[src/design/rgb_to_hsv_converter_defines.svh]
// ----------------------------------------------------------------------------
// rgb_to_hsv_converter_defines.svh
// Assertion macros shared by the converter modules.
// ----------------------------------------------------------------------------
`ifndef RGB_TO_HSV_CONVERTER_DEFINES_SVH
`define RGB_TO_HSV_CONVERTER_DEFINES_SVH

`ifndef SYNTH

// same-cycle implication
`define RHC_ASSERT_IMPL(label, clk, rst, ante, cons) \
  label: assert property (@(posedge clk) disable iff (rst) (ante) |-> (cons)) \
    else $error("rgb_to_hsv_converter: assertion failed");

// next-cycle implication
`define RHC_ASSERT_NEXT(label, clk, rst, ante, cons) \
  label: assert property (@(posedge clk) disable iff (rst) (ante) |=> (cons)) \
    else $error("rgb_to_hsv_converter: assertion failed");

`else

`define RHC_ASSERT_IMPL(label, clk, rst, ante, cons)
`define RHC_ASSERT_NEXT(label, clk, rst, ante, cons)

`endif

`endif

[src/design/rgbhsv_pkg.sv]
`timescale 1ns / 1ps
// ----------------------------------------------------------------------------
// rgbhsv_pkg
// Widths, angle constants, sector codes and the divider stage payload.
// ----------------------------------------------------------------------------
package rgbhsv_pkg;

  localparam int CHANNEL_BITS      = 8;
  localparam int HUE_FRACTION_BITS = 6;

  localparam int HUE_W  = 9 + HUE_FRACTION_BITS;
  localparam int FULL   = (2 ** CHANNEL_BITS) - 1;
  localparam int DEG60  = 60 * (2 ** HUE_FRACTION_BITS);
  localparam int DEG120 = 120 * (2 ** HUE_FRACTION_BITS);
  localparam int DEG240 = 240 * (2 ** HUE_FRACTION_BITS);
  localparam int DEG360 = 360 * (2 ** HUE_FRACTION_BITS);

  // hue sector quotient reaches DEG60 itself
  localparam int HQ_W      = $clog2(DEG60 + 1);
  localparam int NUM_W     = HQ_W + CHANNEL_BITS;
  localparam int SNUM_W    = 2 * CHANNEL_BITS;
  localparam int DIV_STEPS = (HQ_W > CHANNEL_BITS) ? HQ_W : CHANNEL_BITS;

  localparam logic [1:0] SEC_RED   = 2'd0;
  localparam logic [1:0] SEC_GREEN = 2'd1;
  localparam logic [1:0] SEC_BLUE  = 2'd2;

  typedef struct packed {
    logic [NUM_W-1:0]        hrem;
    logic [HQ_W-1:0]         hq;
    logic [SNUM_W-1:0]       srem;
    logic [CHANNEL_BITS-1:0] sq;
    logic [CHANNEL_BITS-1:0] delta;
    logic [CHANNEL_BITS-1:0] vmax;
    logic                    neg;
    logic [1:0]              sector;
    logic                    gray;
  } div_t;

endpackage

[src/design/rgb_to_hsv_converter.sv]
`timescale 1ns / 1ps
// ----------------------------------------------------------------------------
// rgb_to_hsv_converter
// RGB to HSV pixel converter. Takes one pixel per clock while hsv_ready does
// not stall the output. From transfer in to result, two stages find max,
// min, sector and the scaled numerators, DIV_STEPS stages of a
// one-bit-per-stage restoring divider produce the hue sector quotient and
// the saturation together (the 12-bit hue quotient sets the depth), one stage
// applies floor rounding for negative sectors and one adds the sector offset
// into the output register. Hue is in 1/64 degree, 0 up to below 360 degrees;
// gray pixels give hue and saturation zero.
// ----------------------------------------------------------------------------
`include "rgb_to_hsv_converter_defines.svh"

module rgb_to_hsv_converter import rgbhsv_pkg::*; (
  input  logic                    clk,
  input  logic                    rst,
  input  logic                    pixel_valid,
  output logic                    pixel_ready,
  input  logic [CHANNEL_BITS-1:0] red,
  input  logic [CHANNEL_BITS-1:0] green,
  input  logic [CHANNEL_BITS-1:0] blue,
  output logic                    hsv_valid,
  input  logic                    hsv_ready,
  output logic [HUE_W-1:0]        hue,
  output logic [CHANNEL_BITS-1:0] saturation,
  output logic [CHANNEL_BITS-1:0] brightness
);

  // stage 1: max, min, sector
  logic                    v1;
  logic                    en1;
  logic [CHANNEL_BITS-1:0] r1;
  logic [CHANNEL_BITS-1:0] g1;
  logic [CHANNEL_BITS-1:0] b1;
  logic [CHANNEL_BITS-1:0] max1;
  logic [CHANNEL_BITS-1:0] min1;
  logic [1:0]              sec1;
  logic [CHANNEL_BITS-1:0] max_next;
  logic [CHANNEL_BITS-1:0] min_next;
  logic [1:0]              sec_next;

  // stage 2: numerators
  logic                    v2;
  logic                    en2;
  div_t                    s2;
  div_t                    s2_next;
  logic [CHANNEL_BITS-1:0] pa;
  logic [CHANNEL_BITS-1:0] pb;
  logic [CHANNEL_BITS-1:0] mag;

  // divider
  logic                    div_ready;
  logic                    div_valid;
  div_t                    div_out;

  // stage 3: signed sector value
  logic                    v3;
  logic                    en3;
  logic [HQ_W:0]           sv;
  logic [HQ_W:0]           sv_next;
  logic [HUE_W-1:0]        offset;
  logic [HUE_W-1:0]        offset_next;
  logic                    gray3;
  logic [CHANNEL_BITS-1:0] sq3;
  logic [CHANNEL_BITS-1:0] max3;

  // stage 4: output register
  logic                    v4;
  logic                    en4;

  assign en4         = !v4 || hsv_ready;
  assign en3         = !v3 || en4;
  assign en2         = !v2 || div_ready;
  assign en1         = !v1 || en2;
  assign pixel_ready = en1;

  always_comb begin
    if (red >= green && red >= blue) begin
      sec_next = SEC_RED;
      max_next = red;
    end else if (green >= blue) begin
      sec_next = SEC_GREEN;
      max_next = green;
    end else begin
      sec_next = SEC_BLUE;
      max_next = blue;
    end
    min_next = (red <= green) ? red : green;
    if (blue < min_next) begin
      min_next = blue;
    end
  end

  always_ff @(posedge clk) begin
    if (rst) begin
      v1 <= 1'b0;
    end else if (en1) begin
      v1 <= pixel_valid;
    end
  end

  always_ff @(posedge clk) begin
    if (en1 && pixel_valid) begin
      r1   <= red;
      g1   <= green;
      b1   <= blue;
      max1 <= max_next;
      min1 <= min_next;
      sec1 <= sec_next;
    end
  end

  always_comb begin
    case (sec1)
      SEC_RED: begin
        pa = g1;
        pb = b1;
      end
      SEC_GREEN: begin
        pa = b1;
        pb = r1;
      end
      default: begin
        pa = r1;
        pb = g1;
      end
    endcase
    mag             = (pa < pb) ? pb - pa : pa - pb;
    s2_next.delta   = max1 - min1;
    s2_next.hrem    = NUM_W'(mag) * NUM_W'(DEG60);
    s2_next.hq      = '0;
    s2_next.srem    = SNUM_W'(s2_next.delta) * SNUM_W'(FULL);
    s2_next.sq      = '0;
    s2_next.vmax    = max1;
    s2_next.neg     = pa < pb;
    s2_next.sector  = sec1;
    s2_next.gray    = (max1 == min1);
  end

  always_ff @(posedge clk) begin
    if (rst) begin
      v2 <= 1'b0;
    end else if (en2) begin
      v2 <= v1;
    end
  end

  always_ff @(posedge clk) begin
    if (en2 && v1) begin
      s2 <= s2_next;
    end
  end

  rgbhsv_div_pipe u_div (
    .clk       (clk),
    .rst       (rst),
    .in_valid  (v2),
    .in_ready  (div_ready),
    .in_data   (s2),
    .out_valid (div_valid),
    .out_ready (en3),
    .out_data  (div_out)
  );

  // floor rounding: -(q+1) = ~q, -q = ~q + 1
  always_comb begin
    if (!div_out.neg) begin
      sv_next = {1'b0, div_out.hq};
    end else if (|div_out.hrem) begin
      sv_next = ~{1'b0, div_out.hq};
    end else begin
      sv_next = ~{1'b0, div_out.hq} + (HQ_W + 1)'(1);
    end
    case (div_out.sector)
      SEC_RED:   offset_next = div_out.neg ? HUE_W'(DEG360) : '0;
      SEC_GREEN: offset_next = HUE_W'(DEG120);
      SEC_BLUE:  offset_next = HUE_W'(DEG240);
      default:   offset_next = '0;
    endcase
  end

  always_ff @(posedge clk) begin
    if (rst) begin
      v3 <= 1'b0;
    end else if (en3) begin
      v3 <= div_valid;
    end
  end

  always_ff @(posedge clk) begin
    if (en3 && div_valid) begin
      sv     <= sv_next;
      offset <= offset_next;
      gray3  <= div_out.gray;
      sq3    <= div_out.sq;
      max3   <= div_out.vmax;
    end
  end

  always_ff @(posedge clk) begin
    if (rst) begin
      v4 <= 1'b0;
    end else if (en4) begin
      v4 <= v3;
    end
  end

  always_ff @(posedge clk) begin
    if (en4 && v3) begin
      hue        <= gray3 ? '0 : offset + {{(HUE_W - HQ_W - 1){sv[HQ_W]}}, sv};
      saturation <= gray3 ? '0 : sq3;
      brightness <= max3;
    end
  end

  assign hsv_valid = v4;

  `RHC_ASSERT_IMPL(a_hue_range, clk, rst, hsv_valid, hue < HUE_W'(DEG360))
  `RHC_ASSERT_IMPL(a_gray_hue, clk, rst, hsv_valid && saturation == '0, hue == '0)
  `RHC_ASSERT_IMPL(a_empty_ready, clk, rst, !hsv_valid, pixel_ready)

endmodule

[src/design/rgbhsv_div_pipe.sv]
`timescale 1ns / 1ps
// ----------------------------------------------------------------------------
// rgbhsv_div_pipe
// Pipelined restoring divider, one quotient bit per stage, running the hue
// sector division and the saturation division side by side.
// ----------------------------------------------------------------------------
`include "rgb_to_hsv_converter_defines.svh"

module rgbhsv_div_pipe import rgbhsv_pkg::*; (
  input  logic clk,
  input  logic rst,
  input  logic in_valid,
  output logic in_ready,
  input  div_t in_data,
  output logic out_valid,
  input  logic out_ready,
  output div_t out_data
);

  logic [DIV_STEPS-1:0] v;
  logic [DIV_STEPS:0]   en;
  div_t                 stage_q [DIV_STEPS];

  assign en[DIV_STEPS] = out_ready;

  genvar k;
  generate
    for (k = 0; k < DIV_STEPS; k++) begin : g_step
      localparam int BI = DIV_STEPS - 1 - k;

      div_t                    cur;
      div_t                    nxt;
      div_t                    data_q;
      logic                    vin;
      logic                    valid_q;
      logic [NUM_W-1:0]        hrem_nx;
      logic [HQ_W-1:0]         hq_nx;
      logic [SNUM_W-1:0]       srem_nx;
      logic [CHANNEL_BITS-1:0] sq_nx;

      if (k == 0) begin : g_first
        assign cur = in_data;
        assign vin = in_valid;
      end else begin : g_rest
        assign cur = stage_q[k-1];
        assign vin = v[k-1];
      end

      if (BI < HQ_W) begin : g_hue
        logic [NUM_W-1:0] hdiv;
        logic             take;
        assign hdiv    = NUM_W'(cur.delta) << BI;
        assign take    = cur.hrem >= hdiv;
        assign hrem_nx = take ? cur.hrem - hdiv : cur.hrem;
        assign hq_nx   = cur.hq | (take ? (HQ_W'(1) << BI) : '0);
      end else begin : g_hue_idle
        assign hrem_nx = cur.hrem;
        assign hq_nx   = cur.hq;
      end

      if (BI < CHANNEL_BITS) begin : g_sat
        logic [SNUM_W-1:0] sdiv;
        logic              take;
        assign sdiv    = SNUM_W'(cur.vmax) << BI;
        assign take    = cur.srem >= sdiv;
        assign srem_nx = take ? cur.srem - sdiv : cur.srem;
        assign sq_nx   = cur.sq | (take ? (CHANNEL_BITS'(1) << BI) : '0);
      end else begin : g_sat_idle
        assign srem_nx = cur.srem;
        assign sq_nx   = cur.sq;
      end

      always_comb begin
        nxt      = cur;
        nxt.hrem = hrem_nx;
        nxt.hq   = hq_nx;
        nxt.srem = srem_nx;
        nxt.sq   = sq_nx;
      end

      assign en[k] = !valid_q || en[k+1];

      always_ff @(posedge clk) begin
        if (rst) begin
          valid_q <= 1'b0;
        end else if (en[k]) begin
          valid_q <= vin;
        end
      end

      always_ff @(posedge clk) begin
        if (en[k] && vin) begin
          data_q <= nxt;
        end
      end

      assign v[k]       = valid_q;
      assign stage_q[k] = data_q;
    end
  endgenerate

  assign in_ready  = en[0];
  assign out_valid = v[DIV_STEPS-1];
  assign out_data  = stage_q[DIV_STEPS-1];

  `RHC_ASSERT_NEXT(a_div_hold, clk, rst, out_valid && !out_ready, out_valid && $stable(out_data))
  `RHC_ASSERT_IMPL(a_div_hq, clk, rst, out_valid && !out_data.gray, out_data.hq <= HQ_W'(DEG60))

endmodule
[config.mk]
export PLATFORM = sky130hd
export DESIGN_NAME = rgb_to_hsv_converter
export DESIGN_NICKNAME = d
export VERILOG_FILES = /design/src/design/rgbhsv_pkg.sv /design/src/design/rgb_to_hsv_converter.sv /design/src/design/rgbhsv_div_pipe.sv
export VERILOG_INCLUDE_DIRS = /design/src /design/src/design
export SDC_FILE = /design/constraint.sdc
export NUM_CORES = 1
export LEC_CHECK = 0
export ABC_AREA = 0
export BUFFER_PORTS_ARGS = -buffer_cell sky130_fd_sc_hd__clkbuf_2
export CAP_MARGIN = 20
export CORE_UTILIZATION = 40
export CTS_CLUSTER_SIZE = 30
export DETAILED_ROUTE_END_ITERATION = 16
export PLACE_DENSITY_LB_ADDON = 0.3
export SLEW_MARGIN = 10
export SYNTH_ARGS = -nofsm -noshare
export SYNTH_HDL_FRONTEND = slang
export SYNTH_SLANG_ARGS = --single-unit
[constraint.sdc]
create_clock -name clk -period 8.2 [get_ports clk]
set_input_delay 0 -clock clk [delete_from_list [all_inputs] [get_ports clk]]
set_output_delay 0 -clock clk [all_outputs]
set_load 0.02 [all_outputs]
Word-level counts from Yosys, hierarchy flattened --
Cells that the tools add are included.
Word-level totals: input port bits 28, logic and storage cells 319, output and inout port bits 33, register bits 1038
Cells by class: reduce and logical (&&, ||, !) cells 52, mux-type cells 51, add/sub/neg operators 24, $mul 2, order comparisons 26, equal/unequal tests 4, bitwise logic cells 19
Operators by type and width (count):
- two-way mux 20 bit | 12
- bitwise OR 12 bit | 11
- two-way mux 16 bit | 7
- two-way mux 8 bit | 7
- bitwise OR 8 bit | 7
- case mux 15 bit (3 select lines) | 1
- case mux 8 bit (2 select lines) | 2
- greater-or-equal comparator 8 bit | 3
- two-way mux 12 bit | 2
- subtractor 8 bit | 3
- greater-or-equal comparator 20 x 10 -> 1 bit | 1
- greater-or-equal comparator 20 x 11 -> 1 bit | 1
- greater-or-equal comparator 20 x 12 -> 1 bit | 1
- greater-or-equal comparator 20 x 13 -> 1 bit | 1
- greater-or-equal comparator 20 x 14 -> 1 bit | 1
- greater-or-equal comparator 20 x 15 -> 1 bit | 1
- greater-or-equal comparator 20 x 16 -> 1 bit | 1
- greater-or-equal comparator 20 x 17 -> 1 bit | 1
- greater-or-equal comparator 20 x 18 -> 1 bit | 1
- greater-or-equal comparator 20 x 19 -> 1 bit | 1
- greater-or-equal comparator 20 x 8 -> 1 bit | 1
- greater-or-equal comparator 20 x 9 -> 1 bit | 1
- OR reduction 20 bit | 1
- subtractor 20 x 10 -> 20 bit | 1
- other kinds (52) | 109

Logic depth before layout (Yosys ltp) --
depth in word-level cells 18, depth in mapped cells 25, mapped depth without buffers 24

By module --
From an unflattened synthesis, not the netlist that was laid out.
Unflattened totals: cell total of the unflattened synthesis 3618, area total of the unflattened synthesis 50149.3 um^2
By module, submodules not included:
- rgbhsv_div_pipe | sequential area each 27626.5 um^2, area each 39832.0 um^2, cells an instance 2743, instances 1
- rgb_to_hsv_converter | sequential area each 4734.5 um^2, area each 10317.4 um^2, cells an instance 875, instances 1

Worst setup path before layout --
OpenSTA, ideal clock, no wires.
kind reg-to-reg, start reg sec1[0], end reg s2[75] (netlist name) (data pin), required time 7942 ps, setup slack 2245 ps, path buffers 3, stages on the path, launching flop included 24, setup time 258 ps, arrival time 5698 ps, period minus slack after synthesis 5955 ps, cell sequence edfxtp_1 clkbuf_1 clkbuf_1 mux2i_1 o21a_1 inv_1 fa_1 nand2b_1 a21oi_1 o22ai_1 buf_2 mux2i_1 xnor2_1 inv_1 fa_1 fa_1 ha_1 a21o_1 a21oi_1 o21bai_1 a2111oi_0 o31ai_1 a21oi_1 xnor2_1
RTL lines:
- start, declared | line rgb_to_hsv_converter.sv:38 | logic [1:0] sec1;
- start signal, assigned | line rgb_to_hsv_converter.sv:110 | sec1 <= sec_next;
- end signal, assigned | line rgb_to_hsv_converter.sv:151 | s2 <= s2_next;
- end, declared | line rgb_to_hsv_converter.sv:46 | div_t s2;

==> flow_metrics.py <==
metrics = {
    "critical_path": {
        "critPathMaxStageDelay_ns": 0.91,
        "rr_startpoint": "sec1[0]$_SDFFCE_PP0P_",
        "path_class": "reg2reg",
        "cp-end-kind": "register",
        "cp.arrival_ns": 6.65,
        "worstPathRequired_ns": 8.61,
        "cp_max_fo": 17,
        "r2r_slack_ns": 1.96,
        "path_cells": "mux2i_1 -> o21ai_0 -> inv_1 -> fa_1 -> nand2b_1 -> a21oi_1 -> o22ai_1 -> mux2i_1 -> xnor2_1 -> inv_1 -> fa_1 -> fa_1 -> ha_1 -> a21o_1 -> a21oi_1 -> o21bai_1 -> a2111oi_0 -> o31ai_1 -> a21oi_1 -> xnor2_1",
        "reg2regPathDepth": 20,
        "r2r_end": "s2[75]$_DFFE_PP_",
        "cp-start-kind": "register",
        "startpoint": "sec1[0]$_SDFFCE_PP0P_",
        "cp-endpoint": "s2[75]$_DFFE_PP_",
        "cp_slowest_cell": "edfxtp_1",
    },
    "logic_synthesis": {
        "yosysWarnings": 0,
        "synth-edff-count": 846,
        "synthCells": 3253,
        "synth_ff_type": "edfxtp_1",
        "syn_nets": 3618,
        "netlist_area_mm2": 0.0423,
        "ys_ff_latch": 862,
        "avgSynthCellArea_um2": 13.0,
        "async_reset_ff_frac": 0,
        "synth_cell_type_count": 73,
        "seq_area_frac_synth": 0.609,
    },
    "cells_and_area": {
        "multiInputGateArea_mm2": 0.0152,
        "diodes": 0,
        "syn2layout_area_growth_pct": 13.3,
        "final_cell_mix": "edfxtp_1 (846), inv_1 (355), ha_1 (274)",
        "seqCellArea_mm2": 0.0257,
        "final_common_cell": "edfxtp_1",
        "layout-drive-gt1-share": 0.0805,
        "final_nets": 3799,
        "n_fill_cell": 9241,
    },
    "outcome": {
        "status": "finished, final reports clean",
    },
    "clock_network": {
        "cts_max_level": 3,
        "clkTransAtPathRegs_ns": 0.06,
        "root_buffer": "clkbuf_16",
        "cts_buffers": 91,
        "cts.path.max_buffers": 3,
        "clk-insertion-delay-late_ns": 0.66,
        "post_cts_buffers": 0,
        "cts_tree": "yes",
        "cts.sinks": 862,
    },
    "place": {
        "post-place-ws_ns": 1.92,
        "place_congestion": 0.849,
        "portBuffers": 60,
        "hpwlAfterDp_um": 50600,
    },
    "floorplanning": {
        "pin_count": 61,
        "die_h_um": 327,
        "rows": 118,
        "die_area_mm2": 0.107,
        "fp.dieW_um": 327,
        "start_util": 0.406,
        "core_mm2": 0.104,
    },
    "routing": {
        "antenna_left": 0,
        "wire_per_inst_um": 14.0,
        "firstDrtPassIters": 5,
        "routed_via_density": 4.87,
        "drt_iter0_drc": 960,
        "drt-total-wl_um": 68300,
        "dr_total_vias": 23800,
        "drcViolationCount": 0,
    },
    "timing": {
        "tightestPinTransition_ns": 1.15,
        "fin_ws_ns": 1.96,
        "fmax_mhz": 160,
        "rsz0062_at_grt": "no",
        "finalHoldViolCount": 0,
        "setup-tns-final_ns": 0,
        "period_needed_ns": 6.24,
        "slew_headroom": 0.235,
        "final_max_slew_viol_count": 0,
        "clock_skew_ns": 0.0261,
        "fin_crit_sh": 0.761,
        "setup_viol": 0,
    },
    "grt": {
        "grt_pass1_wl_um": 114000,
        "grt_overflow_total": 0,
        "grt_pass1_vias": 24000,
        "grt_usage": 0.130,
        "antenna_found_initial": 0,
        "grt_max_degree": 73,
    },
    "worst_hold_path": {
        "hp-class": "in2reg",
    },
    "pwr": {
        "p_per_area_mw_per_mm2": 383,
        "ir_worst_vdd_v": 0.000763,
        "total_power_mw": 18.3,
        "p_leak_nw": 17.9,
    },
    "job": {
        "max-cap-violations": 0,
    },
}
## stage by stage
step                      area [µm²]  std cells  hold slack, ns   util
final                          47900       4884           0.117  0.460
after global routing           47900       4884          0.0901  0.460
after CTS                      47900       4881          0.0584  0.460
after detailed placement       44500       4689           0.236  0.428
after global placement         44500       4688           0.237  0.428
after floorplan                42300       3253          0.0691      -
## registers in the layout, indices dropped and copies added (netlist names), 2 cells and up
register and flops:
g1 8, sq3 8, hue 15, brightness 8, sv 13, saturation 8, max1 8, r1 8
u_div.g_step.valid_q 10, u_div.g_step.cur 69, min1 8, sec1 2, u_div.out_data 52, offset 5, u_div.g_step.srem_nx 45, b1 8
max3 8, u_div.g_step.data_q 525, s2 47
## synth_stat cells (all sizes together), types with 6 or more instances
cell type  number  area share
o21a           38      0.0067
nor4           33      0.0050
o211ai         11      0.0020
o21ai         182       0.022
o21bai          7      0.0012
dfxtp          16      0.0076
or2            10      0.0015
nand4          27      0.0040
a21boi         24      0.0043
nor2          202       0.018
ha            274       0.081
nor3           66      0.0079
a21o           39      0.0069
a21oi         156       0.018
edfxtp        846        0.60
and3            8      0.0012
inv           369       0.033
xnor2         137       0.028
mux2i          54       0.013
nor2b          80       0.012
nand4b          7      0.0015
nand2         173       0.015
xor2           85       0.018
a211oi         15      0.0027
nor4b           7      0.0016
o31ai          24      0.0043
a31oi          12      0.0019
or4            18      0.0033
fa             63       0.030
a2111oi         6      0.0012
clkbuf         27      0.0024
mux2           52       0.014
or3            31      0.0047
nand3          35      0.0041
nand2b         46      0.0068
and2           11      0.0016
## cells by family after synthesis
logic type / Yosys count / synth area share
XOR/XNOR: 222 / 0.0460
buffers and inverters: 400 / 0.0356
adder cells (fa/ha/maj): 337 / 0.111
multiplexers: 106 / 0.0266
AO/OA/AOI/OAI: 552 / 0.0794
flip-flops: 862 / 0.609
AND/OR/NAND/NOR: 774 / 0.0928
## cell type report
class / count / share of cell area
multi-input cells: 1991 / 0.318
flip-flops and latches: 862 / 0.537
repair buffers: 119 / 0.0170
inverters: 369 / 0.0289
clock buffers: 114 / 0.0498
clock inverters: 49 / 0.0132
well taps: 1380 / 0.0361
## metal layers
| layer | wire, µm | part of all wire | global-route usage | up-vias |
|---|---|---|---|---|
| li1 | - | - | - | 12200 |
| met1 | 29100 | 0.43 | 0.147 | 11200 |
| met2 | 34600 | 0.51 | 0.239 | 303 |
| met3 | 2240 | 0.033 | 0.0232 | 158 |
| met4 | 2370 | 0.035 | 0.0527 | 0 |
| met5 | 0 | 0 | 0 | - |
## timing repair
item                      CTS  global route
hold buffers               29             0
hold endpoints to repair   56             0
resized for setup           0             0
## worst min-delay path by stage
stage | start | to | slack [ns] | depth (start not counted)
6_report | green[7] | g1[7]$_DFFE_PP_ | 0.12 | 2
5_1_grt | green[6] | g1[6]$_DFFE_PP_ | 0.09 | 2
4_1_cts | blue[6] | b1[6]$_DFFE_PP_ | 0.06 | 2
3_5_place_dp | blue[6] | b1[6]$_DFFE_PP_ | 0.24 | 1
3_3_place_gp | blue[5] | b1[5]$_DFFE_PP_ | 0.24 | 1
2_1_floorplan | rst | u_div.g_step[0].valid_q$_SDFFE_PP0P_ | 0.07 | 1
## worst max-delay path: cells and delay by family, from the launching register on
kind	cells	cell delay, ns
AO/OA/AOI/OAI	9	2.13
adder cells (fa/ha/maj)	4	1.75
flip-flops	1	0.91
XOR/XNOR	2	0.41
multiplexers	2	0.33
buffers and inverters	2	0.29
AND/OR/NAND/NOR	1	0.17
## power by group
part	internal (mW)	switching, mW
sequential	5.59	0.0960
clock	2.45	1.65
combinational	3.97	4.58
total	12.0	6.33
No activity file was read; power rests on OpenSTA's default activity.
